### src/pcrs_pkg.sv
// Package: shared types and constants for the pool card request scheduler.
`timescale 1ns / 1ps
package pcrs_pkg;
    localparam logic [1:0] MODE_ENQ = 2'd0;
    localparam logic [1:0] MODE_UPD = 2'd1;
    localparam logic [1:0] MODE_SCH = 2'd2;

    localparam logic [1:0] CFG_NPOOL = 2'd0;
    localparam logic [1:0] CFG_LAT   = 2'd1;
    localparam logic [1:0] CFG_NCARD = 2'd2;
    localparam logic [1:0] CFG_MAP   = 2'd3;

    typedef struct packed {
        logic [15:0] rid;
        logic [15:0] uid;
        logic        lat;
        logic [4:0]  need;
    } t_entry;

    typedef struct packed {
        logic        start;
        logic [15:0] uid;
        logic        lat;
        logic [3:0]  npools;
    } t_pick_req;

    typedef struct packed {
        logic       done;
        logic [3:0] pool;
    } t_pick_rsp;
endpackage

### src/pcrs_pool_pick.sv
// Pool selection unit: matched-pool scan and iterative user id modulo count.
`timescale 1ns / 1ps
module pcrs_pool_pick #(
    parameter int NUM_POOLS = 8
) (
    input  logic                i_clk,
    input  logic                i_rst_n,
    input  logic [7:0]          i_lat_mask,
    input  pcrs_pkg::t_pick_req i_req,
    output pcrs_pkg::t_pick_rsp o_rsp
);
    import pcrs_pkg::*;

    typedef enum logic [2:0] {
        S_IDLE = 3'b001,
        S_DIV  = 3'b010,
        S_SEL  = 3'b100
    } t_state;

    t_state      r_state;
    logic [15:0] r_rem;
    logic [4:0]  r_bit;
    logic [4:0]  r_n;
    logic [15:0] r_match;
    logic [15:0] r_uid;
    logic [3:0]  r_pool;
    logic        r_done;

    logic [15:0] w_match;
    logic [4:0]  w_cnt;
    logic [16:0] w_sh;
    logic [3:0]  w_sel;

    always_comb begin
        logic [15:0] m;
        logic [4:0]  c;
        m = '0;
        for (int p = 0; p < 16; p++) begin
            if (p < NUM_POOLS && 5'(p) < {1'b0, i_req.npools}) begin
                if (((p < 8) ? i_lat_mask[p % 8] : 1'b0) == i_req.lat) begin
                    m[p] = 1'b1;
                end
            end
        end
        if (m == '0) begin
            for (int p = 0; p < 16; p++) begin
                if (p < NUM_POOLS && 5'(p) < {1'b0, i_req.npools}) begin
                    m[p] = 1'b1;
                end
            end
        end
        c = '0;
        for (int p = 0; p < 16; p++) begin
            c = c + 5'(m[p]);
        end
        w_match = m;
        w_cnt   = c;
    end

    assign w_sh = {r_rem, r_uid[15]};

    always_comb begin
        logic [4:0] k;
        logic [3:0] s;
        k = '0;
        s = '0;
        for (int p = 0; p < 16; p++) begin
            if (r_match[p]) begin
                if (k == r_rem[4:0]) begin
                    s = 4'(p);
                end
                k = k + 5'd1;
            end
        end
        w_sel = s;
    end

    always_ff @(posedge i_clk) begin
        if (!i_rst_n) begin
            r_state <= S_IDLE;
            r_done  <= 1'b0;
        end else begin
            r_done <= 1'b0;
            case (r_state)
                S_IDLE: begin
                    if (i_req.start) begin
                        r_match <= w_match;
                        r_n     <= w_cnt;
                        r_uid   <= i_req.uid;
                        r_rem   <= '0;
                        r_bit   <= '0;
                        r_state <= S_DIV;
                    end
                end
                S_DIV: begin
                    if (w_sh >= {12'd0, r_n}) begin
                        r_rem <= 16'(w_sh - {12'd0, r_n});
                    end else begin
                        r_rem <= w_sh[15:0];
                    end
                    r_uid <= {r_uid[14:0], 1'b0};
                    r_bit <= r_bit + 5'd1;
                    if (r_bit == 5'd15) begin
                        r_state <= S_SEL;
                    end
                end
                S_SEL: begin
                    r_pool  <= w_sel;
                    r_done  <= 1'b1;
                    r_state <= S_IDLE;
                end
                default: r_state <= S_IDLE;
            endcase
        end
    end

    assign o_rsp.done = r_done;
    assign o_rsp.pool = r_pool;
endmodule

### src/pcrs_card_scan.sv
// Card gathering unit: walks the cards one per cycle, preferred then others.
`timescale 1ns / 1ps
module pcrs_card_scan (
    input  logic        i_clk,
    input  logic        i_rst_n,
    input  logic        i_start,
    input  logic [3:0]  i_pool,
    input  logic [15:0] i_uid,
    input  logic [4:0]  i_need,
    input  logic [4:0]  i_ncards,
    input  logic [31:0] i_now,
    input  logic [47:0] i_map,
    input  logic [15:0] i_busy,
    input  logic [15:0][31:0] i_avail,
    input  logic [15:0] i_rvalid,
    input  logic [15:0][15:0] i_ruser,
    output logic        o_done,
    output logic        o_ok,
    output logic [15:0] o_mask
);
    import pcrs_pkg::*;

    typedef enum logic [3:0] {
        S_IDLE = 4'b0001,
        S_SCAN = 4'b0010,
        S_PICK = 4'b0100,
        S_FIN  = 4'b1000
    } t_state;

    t_state      r_state;
    logic [4:0]  r_c;
    logic [15:0] r_pref;
    logic [15:0] r_rest;
    logic [4:0]  r_total;
    logic [4:0]  r_got;
    logic [15:0] r_mask;
    logic        r_pass;
    logic        r_done;
    logic        r_ok;

    logic [3:0]  w_ci;
    logic        w_free;

    assign w_ci   = r_c[3:0];
    assign w_free = ({1'b0, i_map[3*w_ci +: 3]} == i_pool) && !i_busy[w_ci]
                    && (i_now >= i_avail[w_ci]);

    always_ff @(posedge i_clk) begin
        if (!i_rst_n) begin
            r_state <= S_IDLE;
            r_done  <= 1'b0;
        end else begin
            r_done <= 1'b0;
            case (r_state)
                S_IDLE: begin
                    if (i_start) begin
                        r_c     <= '0;
                        r_pref  <= '0;
                        r_rest  <= '0;
                        r_total <= '0;
                        r_state <= S_SCAN;
                    end
                end
                S_SCAN: begin
                    if (r_c >= i_ncards) begin
                        r_c     <= '0;
                        r_got   <= '0;
                        r_mask  <= '0;
                        r_pass  <= 1'b0;
                        r_state <= (r_total < i_need) ? S_FIN : S_PICK;
                    end else begin
                        if (w_free) begin
                            if (i_rvalid[w_ci] && i_ruser[w_ci] == i_uid) begin
                                r_pref[w_ci] <= 1'b1;
                            end else begin
                                r_rest[w_ci] <= 1'b1;
                            end
                            r_total <= r_total + 5'd1;
                        end
                        r_c <= r_c + 5'd1;
                    end
                end
                S_PICK: begin
                    if (r_got >= i_need) begin
                        r_state <= S_FIN;
                    end else if (r_c >= 5'd16) begin
                        r_c    <= '0;
                        r_pass <= 1'b1;
                        if (r_pass) begin
                            r_state <= S_FIN;
                        end
                    end else begin
                        if (r_pass ? r_rest[w_ci] : r_pref[w_ci]) begin
                            r_mask[w_ci] <= 1'b1;
                            r_got        <= r_got + 5'd1;
                        end
                        r_c <= r_c + 5'd1;
                    end
                end
                S_FIN: begin
                    r_ok    <= (r_total >= i_need);
                    r_done  <= 1'b1;
                    r_state <= S_IDLE;
                end
                default: r_state <= S_IDLE;
            endcase
        end
    end

    assign o_done = r_done;
    assign o_ok   = r_ok;
    assign o_mask = r_mask;
endmodule

### src/pool_card_request_scheduler.sv
// Top level: request queue, card table and schedule sequencer.
// channel | dir | signals
// in      | in  | i_valid / o_ready, i_mode .. i_now_time
// out     | out | o_valid / i_ready, o_scheduled .. o_dropped
// cfg     | in  | i_cfg_we, i_cfg_index, i_cfg_data
// Enqueue, card update, unused mode: the accept edge enters S_OUT, which raises o_valid.
// Schedule: each request tried is loaded (S_LOAD), given a pool (S_POOL) and has
// its cards walked (S_CARD); a miss steps on to the next entry (S_NEXT), a hit
// ends the walk and shifts later entries down (S_SHIFT). S_OUT raises o_valid.
// Synchronous active-low reset clears queue length, card table and control registers.
// Ready is low while an item is in work or its result waits.
`timescale 1ns / 1ps
module pool_card_request_scheduler #(
    parameter int QUEUE_DEPTH = 16,
    parameter int NUM_POOLS   = 8
) (
    input  logic        i_clk,
    input  logic        i_rst_n,
    input  logic        i_valid,
    output logic        o_ready,
    input  logic [1:0]  i_mode,
    input  logic [15:0] i_request_id,
    input  logic [15:0] i_user_id,
    input  logic        i_latency_flag,
    input  logic [4:0]  i_cards_needed,
    input  logic [3:0]  i_card_index,
    input  logic        i_card_busy,
    input  logic [31:0] i_card_free_time,
    input  logic        i_resident_valid,
    input  logic [15:0] i_resident_user,
    input  logic [31:0] i_now_time,
    output logic        o_valid,
    input  logic        i_ready,
    output logic        o_scheduled,
    output logic [15:0] o_plan_request_id,
    output logic [15:0] o_card_mask,
    output logic        o_queue_empty,
    output logic        o_dropped,
    input  logic        i_cfg_we,
    input  logic [1:0]  i_cfg_index,
    input  logic [47:0] i_cfg_data
);
    import pcrs_pkg::*;

    localparam int QW = $clog2(QUEUE_DEPTH);
    localparam int LW = $clog2(QUEUE_DEPTH + 1);

    typedef enum logic [6:0] {
        S_IDLE  = 7'b0000001,
        S_LOAD  = 7'b0000010,
        S_POOL  = 7'b0000100,
        S_CARD  = 7'b0001000,
        S_SHIFT = 7'b0010000,
        S_NEXT  = 7'b0100000,
        S_OUT   = 7'b1000000
    } t_state;

    t_state      r_state;
    logic [3:0]  r_npool;
    logic [7:0]  r_lat;
    logic [4:0]  r_ncard;
    logic [47:0] r_map;
    t_entry      r_q [QUEUE_DEPTH];
    logic [LW-1:0] r_len;
    logic [LW-1:0] r_i;
    logic [15:0] r_busy;
    logic [15:0][31:0] r_avail;
    logic [15:0] r_rv;
    logic [15:0][15:0] r_ru;
    t_entry      r_e;
    logic [31:0] r_now;
    logic [3:0]  r_pool;
    logic        r_sched;
    logic [15:0] r_prid;
    logic [15:0] r_mask;
    logic        r_drop;
    logic        r_ovalid;
    logic        r_pstart;
    logic        r_cstart;

    t_pick_req   w_preq;
    t_pick_rsp   w_prsp;
    logic        w_cdone;
    logic        w_cok;
    logic [15:0] w_cmask;
    logic [3:0]  w_np;
    logic [4:0]  w_nc;

    assign w_np = ({28'd0, r_npool} > 32'(NUM_POOLS)) ? 4'(NUM_POOLS) : r_npool;
    assign w_nc = (r_ncard > 5'd16) ? 5'd16 : r_ncard;

    assign w_preq.start  = r_pstart;
    assign w_preq.uid    = r_e.uid;
    assign w_preq.lat    = r_e.lat;
    assign w_preq.npools = w_np;

    pcrs_pool_pick #(.NUM_POOLS(NUM_POOLS)) u_pick (
        .i_clk(i_clk), .i_rst_n(i_rst_n), .i_lat_mask(r_lat),
        .i_req(w_preq), .o_rsp(w_prsp)
    );

    pcrs_card_scan u_scan (
        .i_clk(i_clk), .i_rst_n(i_rst_n), .i_start(r_cstart), .i_pool(r_pool),
        .i_uid(r_e.uid), .i_need(r_e.need), .i_ncards(w_nc), .i_now(r_now),
        .i_map(r_map), .i_busy(r_busy), .i_avail(r_avail), .i_rvalid(r_rv),
        .i_ruser(r_ru), .o_done(w_cdone), .o_ok(w_cok), .o_mask(w_cmask)
    );

    assign o_ready = (r_state == S_IDLE) && !r_ovalid;

    always_ff @(posedge i_clk) begin
        if (r_state == S_IDLE && i_valid && o_ready && i_mode == MODE_ENQ
            && r_len < LW'(QUEUE_DEPTH)) begin
            r_q[r_len[QW-1:0]] <= '{i_request_id, i_user_id, i_latency_flag,
                                    i_cards_needed};
        end else if (r_state == S_SHIFT && r_i + LW'(1) < r_len) begin
            r_q[r_i[QW-1:0]] <= r_q[QW'(r_i + LW'(1))];
        end
        if (r_state == S_LOAD) begin
            r_e <= r_q[r_i[QW-1:0]];
        end
    end

    always_ff @(posedge i_clk) begin
        if (!i_rst_n) begin
            r_state  <= S_IDLE;
            r_npool  <= 4'd1;
            r_lat    <= '0;
            r_ncard  <= '0;
            r_map    <= '0;
            r_len    <= '0;
            r_busy   <= '0;
            r_avail  <= '0;
            r_rv     <= '0;
            r_ru     <= '0;
            r_ovalid <= 1'b0;
            r_pstart <= 1'b0;
            r_cstart <= 1'b0;
        end else begin
            r_pstart <= 1'b0;
            r_cstart <= 1'b0;
            if (i_cfg_we) begin
                case (i_cfg_index)
                    CFG_NPOOL: r_npool <= i_cfg_data[3:0];
                    CFG_LAT:   r_lat   <= i_cfg_data[7:0];
                    CFG_NCARD: r_ncard <= i_cfg_data[4:0];
                    CFG_MAP:   r_map   <= i_cfg_data;
                    default:   r_map   <= r_map;
                endcase
            end
            if (r_ovalid && i_ready) begin
                r_ovalid <= 1'b0;
            end
            case (r_state)
                S_IDLE: begin
                    if (i_valid && o_ready) begin
                        r_sched <= 1'b0;
                        r_prid  <= '0;
                        r_mask  <= '0;
                        r_drop  <= 1'b0;
                        r_now   <= i_now_time;
                        r_i     <= '0;
                        r_state <= S_OUT;
                        case (i_mode)
                            MODE_ENQ: begin
                                if (r_len < LW'(QUEUE_DEPTH)) begin
                                    r_len <= r_len + LW'(1);
                                end else begin
                                    r_drop <= 1'b1;
                                end
                            end
                            MODE_UPD: begin
                                r_busy[i_card_index]  <= i_card_busy;
                                r_avail[i_card_index] <= i_card_free_time;
                                r_rv[i_card_index]    <= i_resident_valid;
                                r_ru[i_card_index]    <= i_resident_user;
                            end
                            MODE_SCH: begin
                                if (w_np != 4'd0 && r_len != '0) begin
                                    r_state <= S_LOAD;
                                end
                            end
                            default: r_state <= S_OUT;
                        endcase
                    end
                end
                S_LOAD: begin
                    r_pstart <= 1'b1;
                    r_state  <= S_POOL;
                end
                S_POOL: begin
                    if (w_prsp.done) begin
                        r_pool   <= w_prsp.pool;
                        r_cstart <= 1'b1;
                        r_state  <= S_CARD;
                    end
                end
                S_CARD: begin
                    if (w_cdone) begin
                        if (w_cok) begin
                            r_sched <= 1'b1;
                            r_prid  <= r_e.rid;
                            r_mask  <= w_cmask;
                            r_state <= S_SHIFT;
                        end else begin
                            r_state <= S_NEXT;
                        end
                    end
                end
                S_SHIFT: begin
                    if (r_i + LW'(1) < r_len) begin
                        r_i <= r_i + LW'(1);
                    end else begin
                        r_len   <= r_len - LW'(1);
                        r_state <= S_OUT;
                    end
                end
                S_NEXT: begin
                    if (r_i + LW'(1) < r_len) begin
                        r_i     <= r_i + LW'(1);
                        r_state <= S_LOAD;
                    end else begin
                        r_state <= S_OUT;
                    end
                end
                S_OUT: begin
                    r_ovalid <= 1'b1;
                    r_state  <= S_IDLE;
                end
                default: r_state <= S_IDLE;
            endcase
        end
    end

    assign o_valid           = r_ovalid;
    assign o_scheduled       = r_sched;
    assign o_plan_request_id = r_prid;
    assign o_card_mask       = r_mask;
    assign o_queue_empty     = (r_len == '0);
    assign o_dropped         = r_drop;
endmodule

### config.mk
export PLATFORM = sky130hd
export DESIGN_NAME = pool_card_request_scheduler
export DESIGN_NICKNAME = d
export VERILOG_FILES = /design/src/pcrs_pkg.sv /design/src/pcrs_pool_pick.sv /design/src/pcrs_card_scan.sv /design/src/pool_card_request_scheduler.sv
export SDC_FILE = /design/constraint.sdc
export NUM_CORES = 2
export LEC_CHECK = 0
export BUFFER_PORTS_ARGS = -buffer_cell sky130_fd_sc_hd__clkbuf_2
export CAP_MARGIN = 30
export CORE_ASPECT_RATIO = 0.9
export CORE_UTILIZATION = 57
export CTS_CLUSTER_SIZE = 20
export DETAILED_ROUTE_END_ITERATION = 10
export PLACE_DENSITY_LB_ADDON = 0.2
export SETUP_SLACK_MARGIN = 0.3
export SLEW_MARGIN = 25
export SYNTH_ARGS = -nofsm -noshare
export SYNTH_HDL_FRONTEND = slang
export SYNTH_SLANG_ARGS = --single-unit
### constraint.sdc
create_clock -name i_clk -period 6.5 [get_ports i_clk]
set_input_delay 0 -clock i_clk [delete_from_list [all_inputs] [get_ports i_clk]]
set_output_delay 0 -clock i_clk [all_outputs]
set_load 0.05 [all_outputs]
==> flow_summary_export.csv <==
group,metric,value,unit
die,start_util,57.6,%
routing,route.antenna.remaining_nets,0,
final_layout,final_cells,8846,
sta,finalHoldViolations,0,
die,floorplan.core_area,134000,µm²
worst_setup_path,r2r_end,"u_scan.r_rest[11]",
sta,final_report_setup_violation_count,0,
placed_design,placement.io_buffers,217,
final_layout,num-nets-final,7152,
sta,finalClockSkew,23.1,ps
worst_setup_path,critical_path.max_fanout,65,
clocking,clk_path_buf_depth,3,
sta,worst_pin_slew,1140,ps
power_and_ir_drop,power-per-cell-area,279,nW/µm²
clocking,tritoncts_num_sinks,1726,
grt,first_global_vias,54200,
worst_setup_path,startpoint_type,"register",
worst_setup_path,crit_start,"u_scan.r_c[0]",
hold_path,hp-class,"in -> reg",
worst_setup_path,cp_data_required_time,6990,ps
routing,drcViolationCount,0,
grt,global_route_wire_length_before_repair,342000,µm
clocking,clockRootBuffer,"clkbuf_16",
placed_design,dpl_hpwl,124000,µm
flow_run,timing.max_cap.violations,0,
final_layout,finalInstanceArea,88800,µm²
placed_design,place_worst_setup_slack,1210,ps
yosys,post_synth.cell_area_avg,11.6,µm²
worst_setup_path,worstPathArrival,5900,ps
clocking,post_cts_resize_count,0,
grt,antenna_found_initial,8,
clocking,cts.reportedPaths.clkPinSlew,70,ps
worst_setup_path,slowest_stage,"o311ai_0",
die,floorplan.io_pins,218,
yosys,share_of_synthesized_flip_flops_with_an_asynchronous_set_or_reset,0,%
sta,fin_crit_sh,83.2,%
hold_path,min-delay-start,"i_request_id[13]",
sta,timing.slew.headroom,23.9,%
yosys,yosys_warnings,0,
sta,finalHoldWorstSlack,39.2,ps
placed_design,dpl_cell_area,79800,µm²
die,fp.dieH,351,µm
yosys,synth.top_cell.area_share,32.6,%
worst_setup_path,reg2reg_depth,14,
yosys,post-synth-top-area-cell,"edfxtp_1",
clocking,numCtsBuffers,171,
yosys,post_synth_instance_area,77100,µm²
power_and_ir_drop,total_leakage_power,29.1,nW
routing,vias,56400,
clocking,post_cts.repair.setup_buffers,0,
power_and_ir_drop,power.ir.vdd_worst,0.289,mV
grt,track_usage,33.3,%
final_layout,final.fill_count,9659,
sta,post-route-min-period,5410,ps
status,outcome,"complete, no violations",
grt,grt_start_max_net_pins,235,
worst_setup_path,highest_cell_delay_on_the_worst_timing_path,960,ps
clocking,insertion_delay,810,ps
routing,totalWireLength,230000,µm
final_layout,layout.core_utilization,66.4,%
clocking,holdBufCountCts,310,
power_and_ir_drop,design_power_total,24.8,mW
hold_path,worstHoldEndpoint,"r_q[7][35]",
clocking,tritoncts,"yes",
yosys,synth_ff_type,"dfxtp_1",
worst_setup_path,timing.setup.critical_path_class,"reg -> reg",
die,die_x,390,µm
yosys,ys_ff_latch,1726,
grt,overflow,0,
worst_setup_path,critical_path.cell_chain,"buf_12 > mux4_2 > mux4_2 > inv_1 > ha_1 > a211o_1 > a31oi_1 > o311ai_0 > a211oi_1 > nor4_1 > buf_4 > nor2_1 > a211oi_2 > buf_4",
routing,firstDrtPassIters,6,
die,placement_rows,127,
sta,final_max_slew_viol_count,0,
yosys,synthCells,6644,
yosys,synth_cell_types,72,
worst_setup_path,sum_of_buffers_and_inverters_on_the_critical_path,4,
sta,achievable-frequency,185,MHz
sta,rsz0062_at_grt,"false",
worst_setup_path,cp-end-kind,"register",
final_layout,layout-drive-gt1-share,18.5,%
hold_path,worstHoldPathCells,3,
clocking,htree_levels,4,
worst_setup_path,regToRegSetupSlack,1090,ps
routing,post_drt_via_cell_ratio,6.37,
worst_setup_path,crit-reg2reg-launch,"u_scan.r_c[0]",
sta,finalWorstSetupSlack,1090,ps
die,fp.dieArea,137000,µm²
yosys,synth_nets,6907,
final_layout,area_delta_synth_final,15.2,%
yosys,yosysSeqAreaShare,55.7,%
routing,average_wire_per_cell_in_the_routed_design,26.0,µm
worst_setup_path,crit_family,"compound AO/OA/AOI/OAI gates",
placed_design,place_congestion,0.837,
yosys,post_synth_main_area_contributors,"edfxtp_1, dfxtp_1, mux4_2",
yosys,synth_enable_flop_cells,837,
placed_design,post-place-cells,8204,
sta,setup-tns-final,0,ps
routing,initialDrtViolationCount,6975,
tightest hold or removal path, delay by kind of cell:
family / cells / cell delay, ps
buf+inv: 1 / 90
simple gates: 2 / 420
layout make-up:
class,count,area [µm²],share of cell area (%)
multi-input combinational,4256,32000,36.0
clock inverter,90,906,1.02
tap,1806,2260,2.54
antenna,7,17.5,0.0197
timing repair buffer,649,5580,6.28
inverter,85,329,0.371
sequential,1726,42900,48.3
clock buffer,227,4810,5.41
cells by family after synthesis:
| family | count (synthesis) | share of synthesized area, % |
|---|---|---|
| simple gates | 2313 | 12.1 |
| flops | 1726 | 55.7 |
| compound gates | 1091 | 7.46 |
| mux | 689 | 19.1 |
| buf+inv | 662 | 3.36 |
| fa+ha+maj | 82 | 1.39 |
| xor+xnor | 81 | 0.957 |
flip-flops by register name, summed over array words and instances, names as in the netlist, 16 cells and up:
register	count
r_e	38
r_ru	256
u_pick.r_uid	16
r_avail	512
r_q	608
u_scan.r_rest	16
r_now	32
r_map	48
u_scan.r_pref	16
u_pick.r_rem	16
u_scan.o_mask	16
o_plan_request_id	16
o_card_mask	16
r_busy	16
r_rv	16
worst max path at each step:
stage,cells past startpoint,to
detailed placement,16,u_scan.r_rest[1]
floorplan,15,u_scan.r_rest[0]
global placement,16,u_scan.r_rest[1]
CTS,16,u_scan.r_rest[12]
global route,13,u_scan.r_rest[13]
finish,14,u_scan.r_rest[11]
layout by cell type, fill, tap and decap left out, types with 29 or more instances in the layout:
cell	synthesis	layout
a21oi_1	950	949
and2_1	41	41
buf_4	0	84
clkbuf_1	434	32
clkbuf_16	0	178
clkbuf_2	0	218
clkinv_2	0	32
dfxtp_1	889	889
dlygate4sd3_1	0	310
edfxtp_1	837	837
ha_1	76	75
inv_1	83	83
mux2i_1	61	61
mux4_2	625	625
nand2_1	1895	1889
nor2_1	185	156
nor2_4	0	29
xnor2_1	50	49
synthesized netlist by cell type, types with 16 or more instances:
master    number
dfxtp_1      889
clkbuf_1     434
a22oi_1       24
o21ai_0       28
ha_1          76
nand3_1       28
a21oi_1      950
nor4_1        20
nand2b_1      16
nand2_1     1895
and2_1        41
nor3_1        21
nor2_1       185
buf_1         60
nand4_1       18
buf_2         83
nor2b_1       20
xnor2_1       50
xor2_1        29
edfxtp_1     837
mux4_2       625
mux2i_1       61
inv_1         83
power breakdown:
group          total, mW  switching, mW  internal [mW]  leakage [nW]
sequential          11.7          0.111           11.6          14.9
clock               10.1           4.36           5.75          2.80
combinational       2.93           1.64           1.29          11.4
per-layer routing:
layer	up-vias	share of wire (%)	track usage (%)
met1	28100	39	47.1
met3	557	11	6.58
li1	24400	-	-
met2	3394	46	51.9
met5	-	0.017	0
met4	6	3.3	11.5
Note: power is estimated with default switching activity, not from simulation.
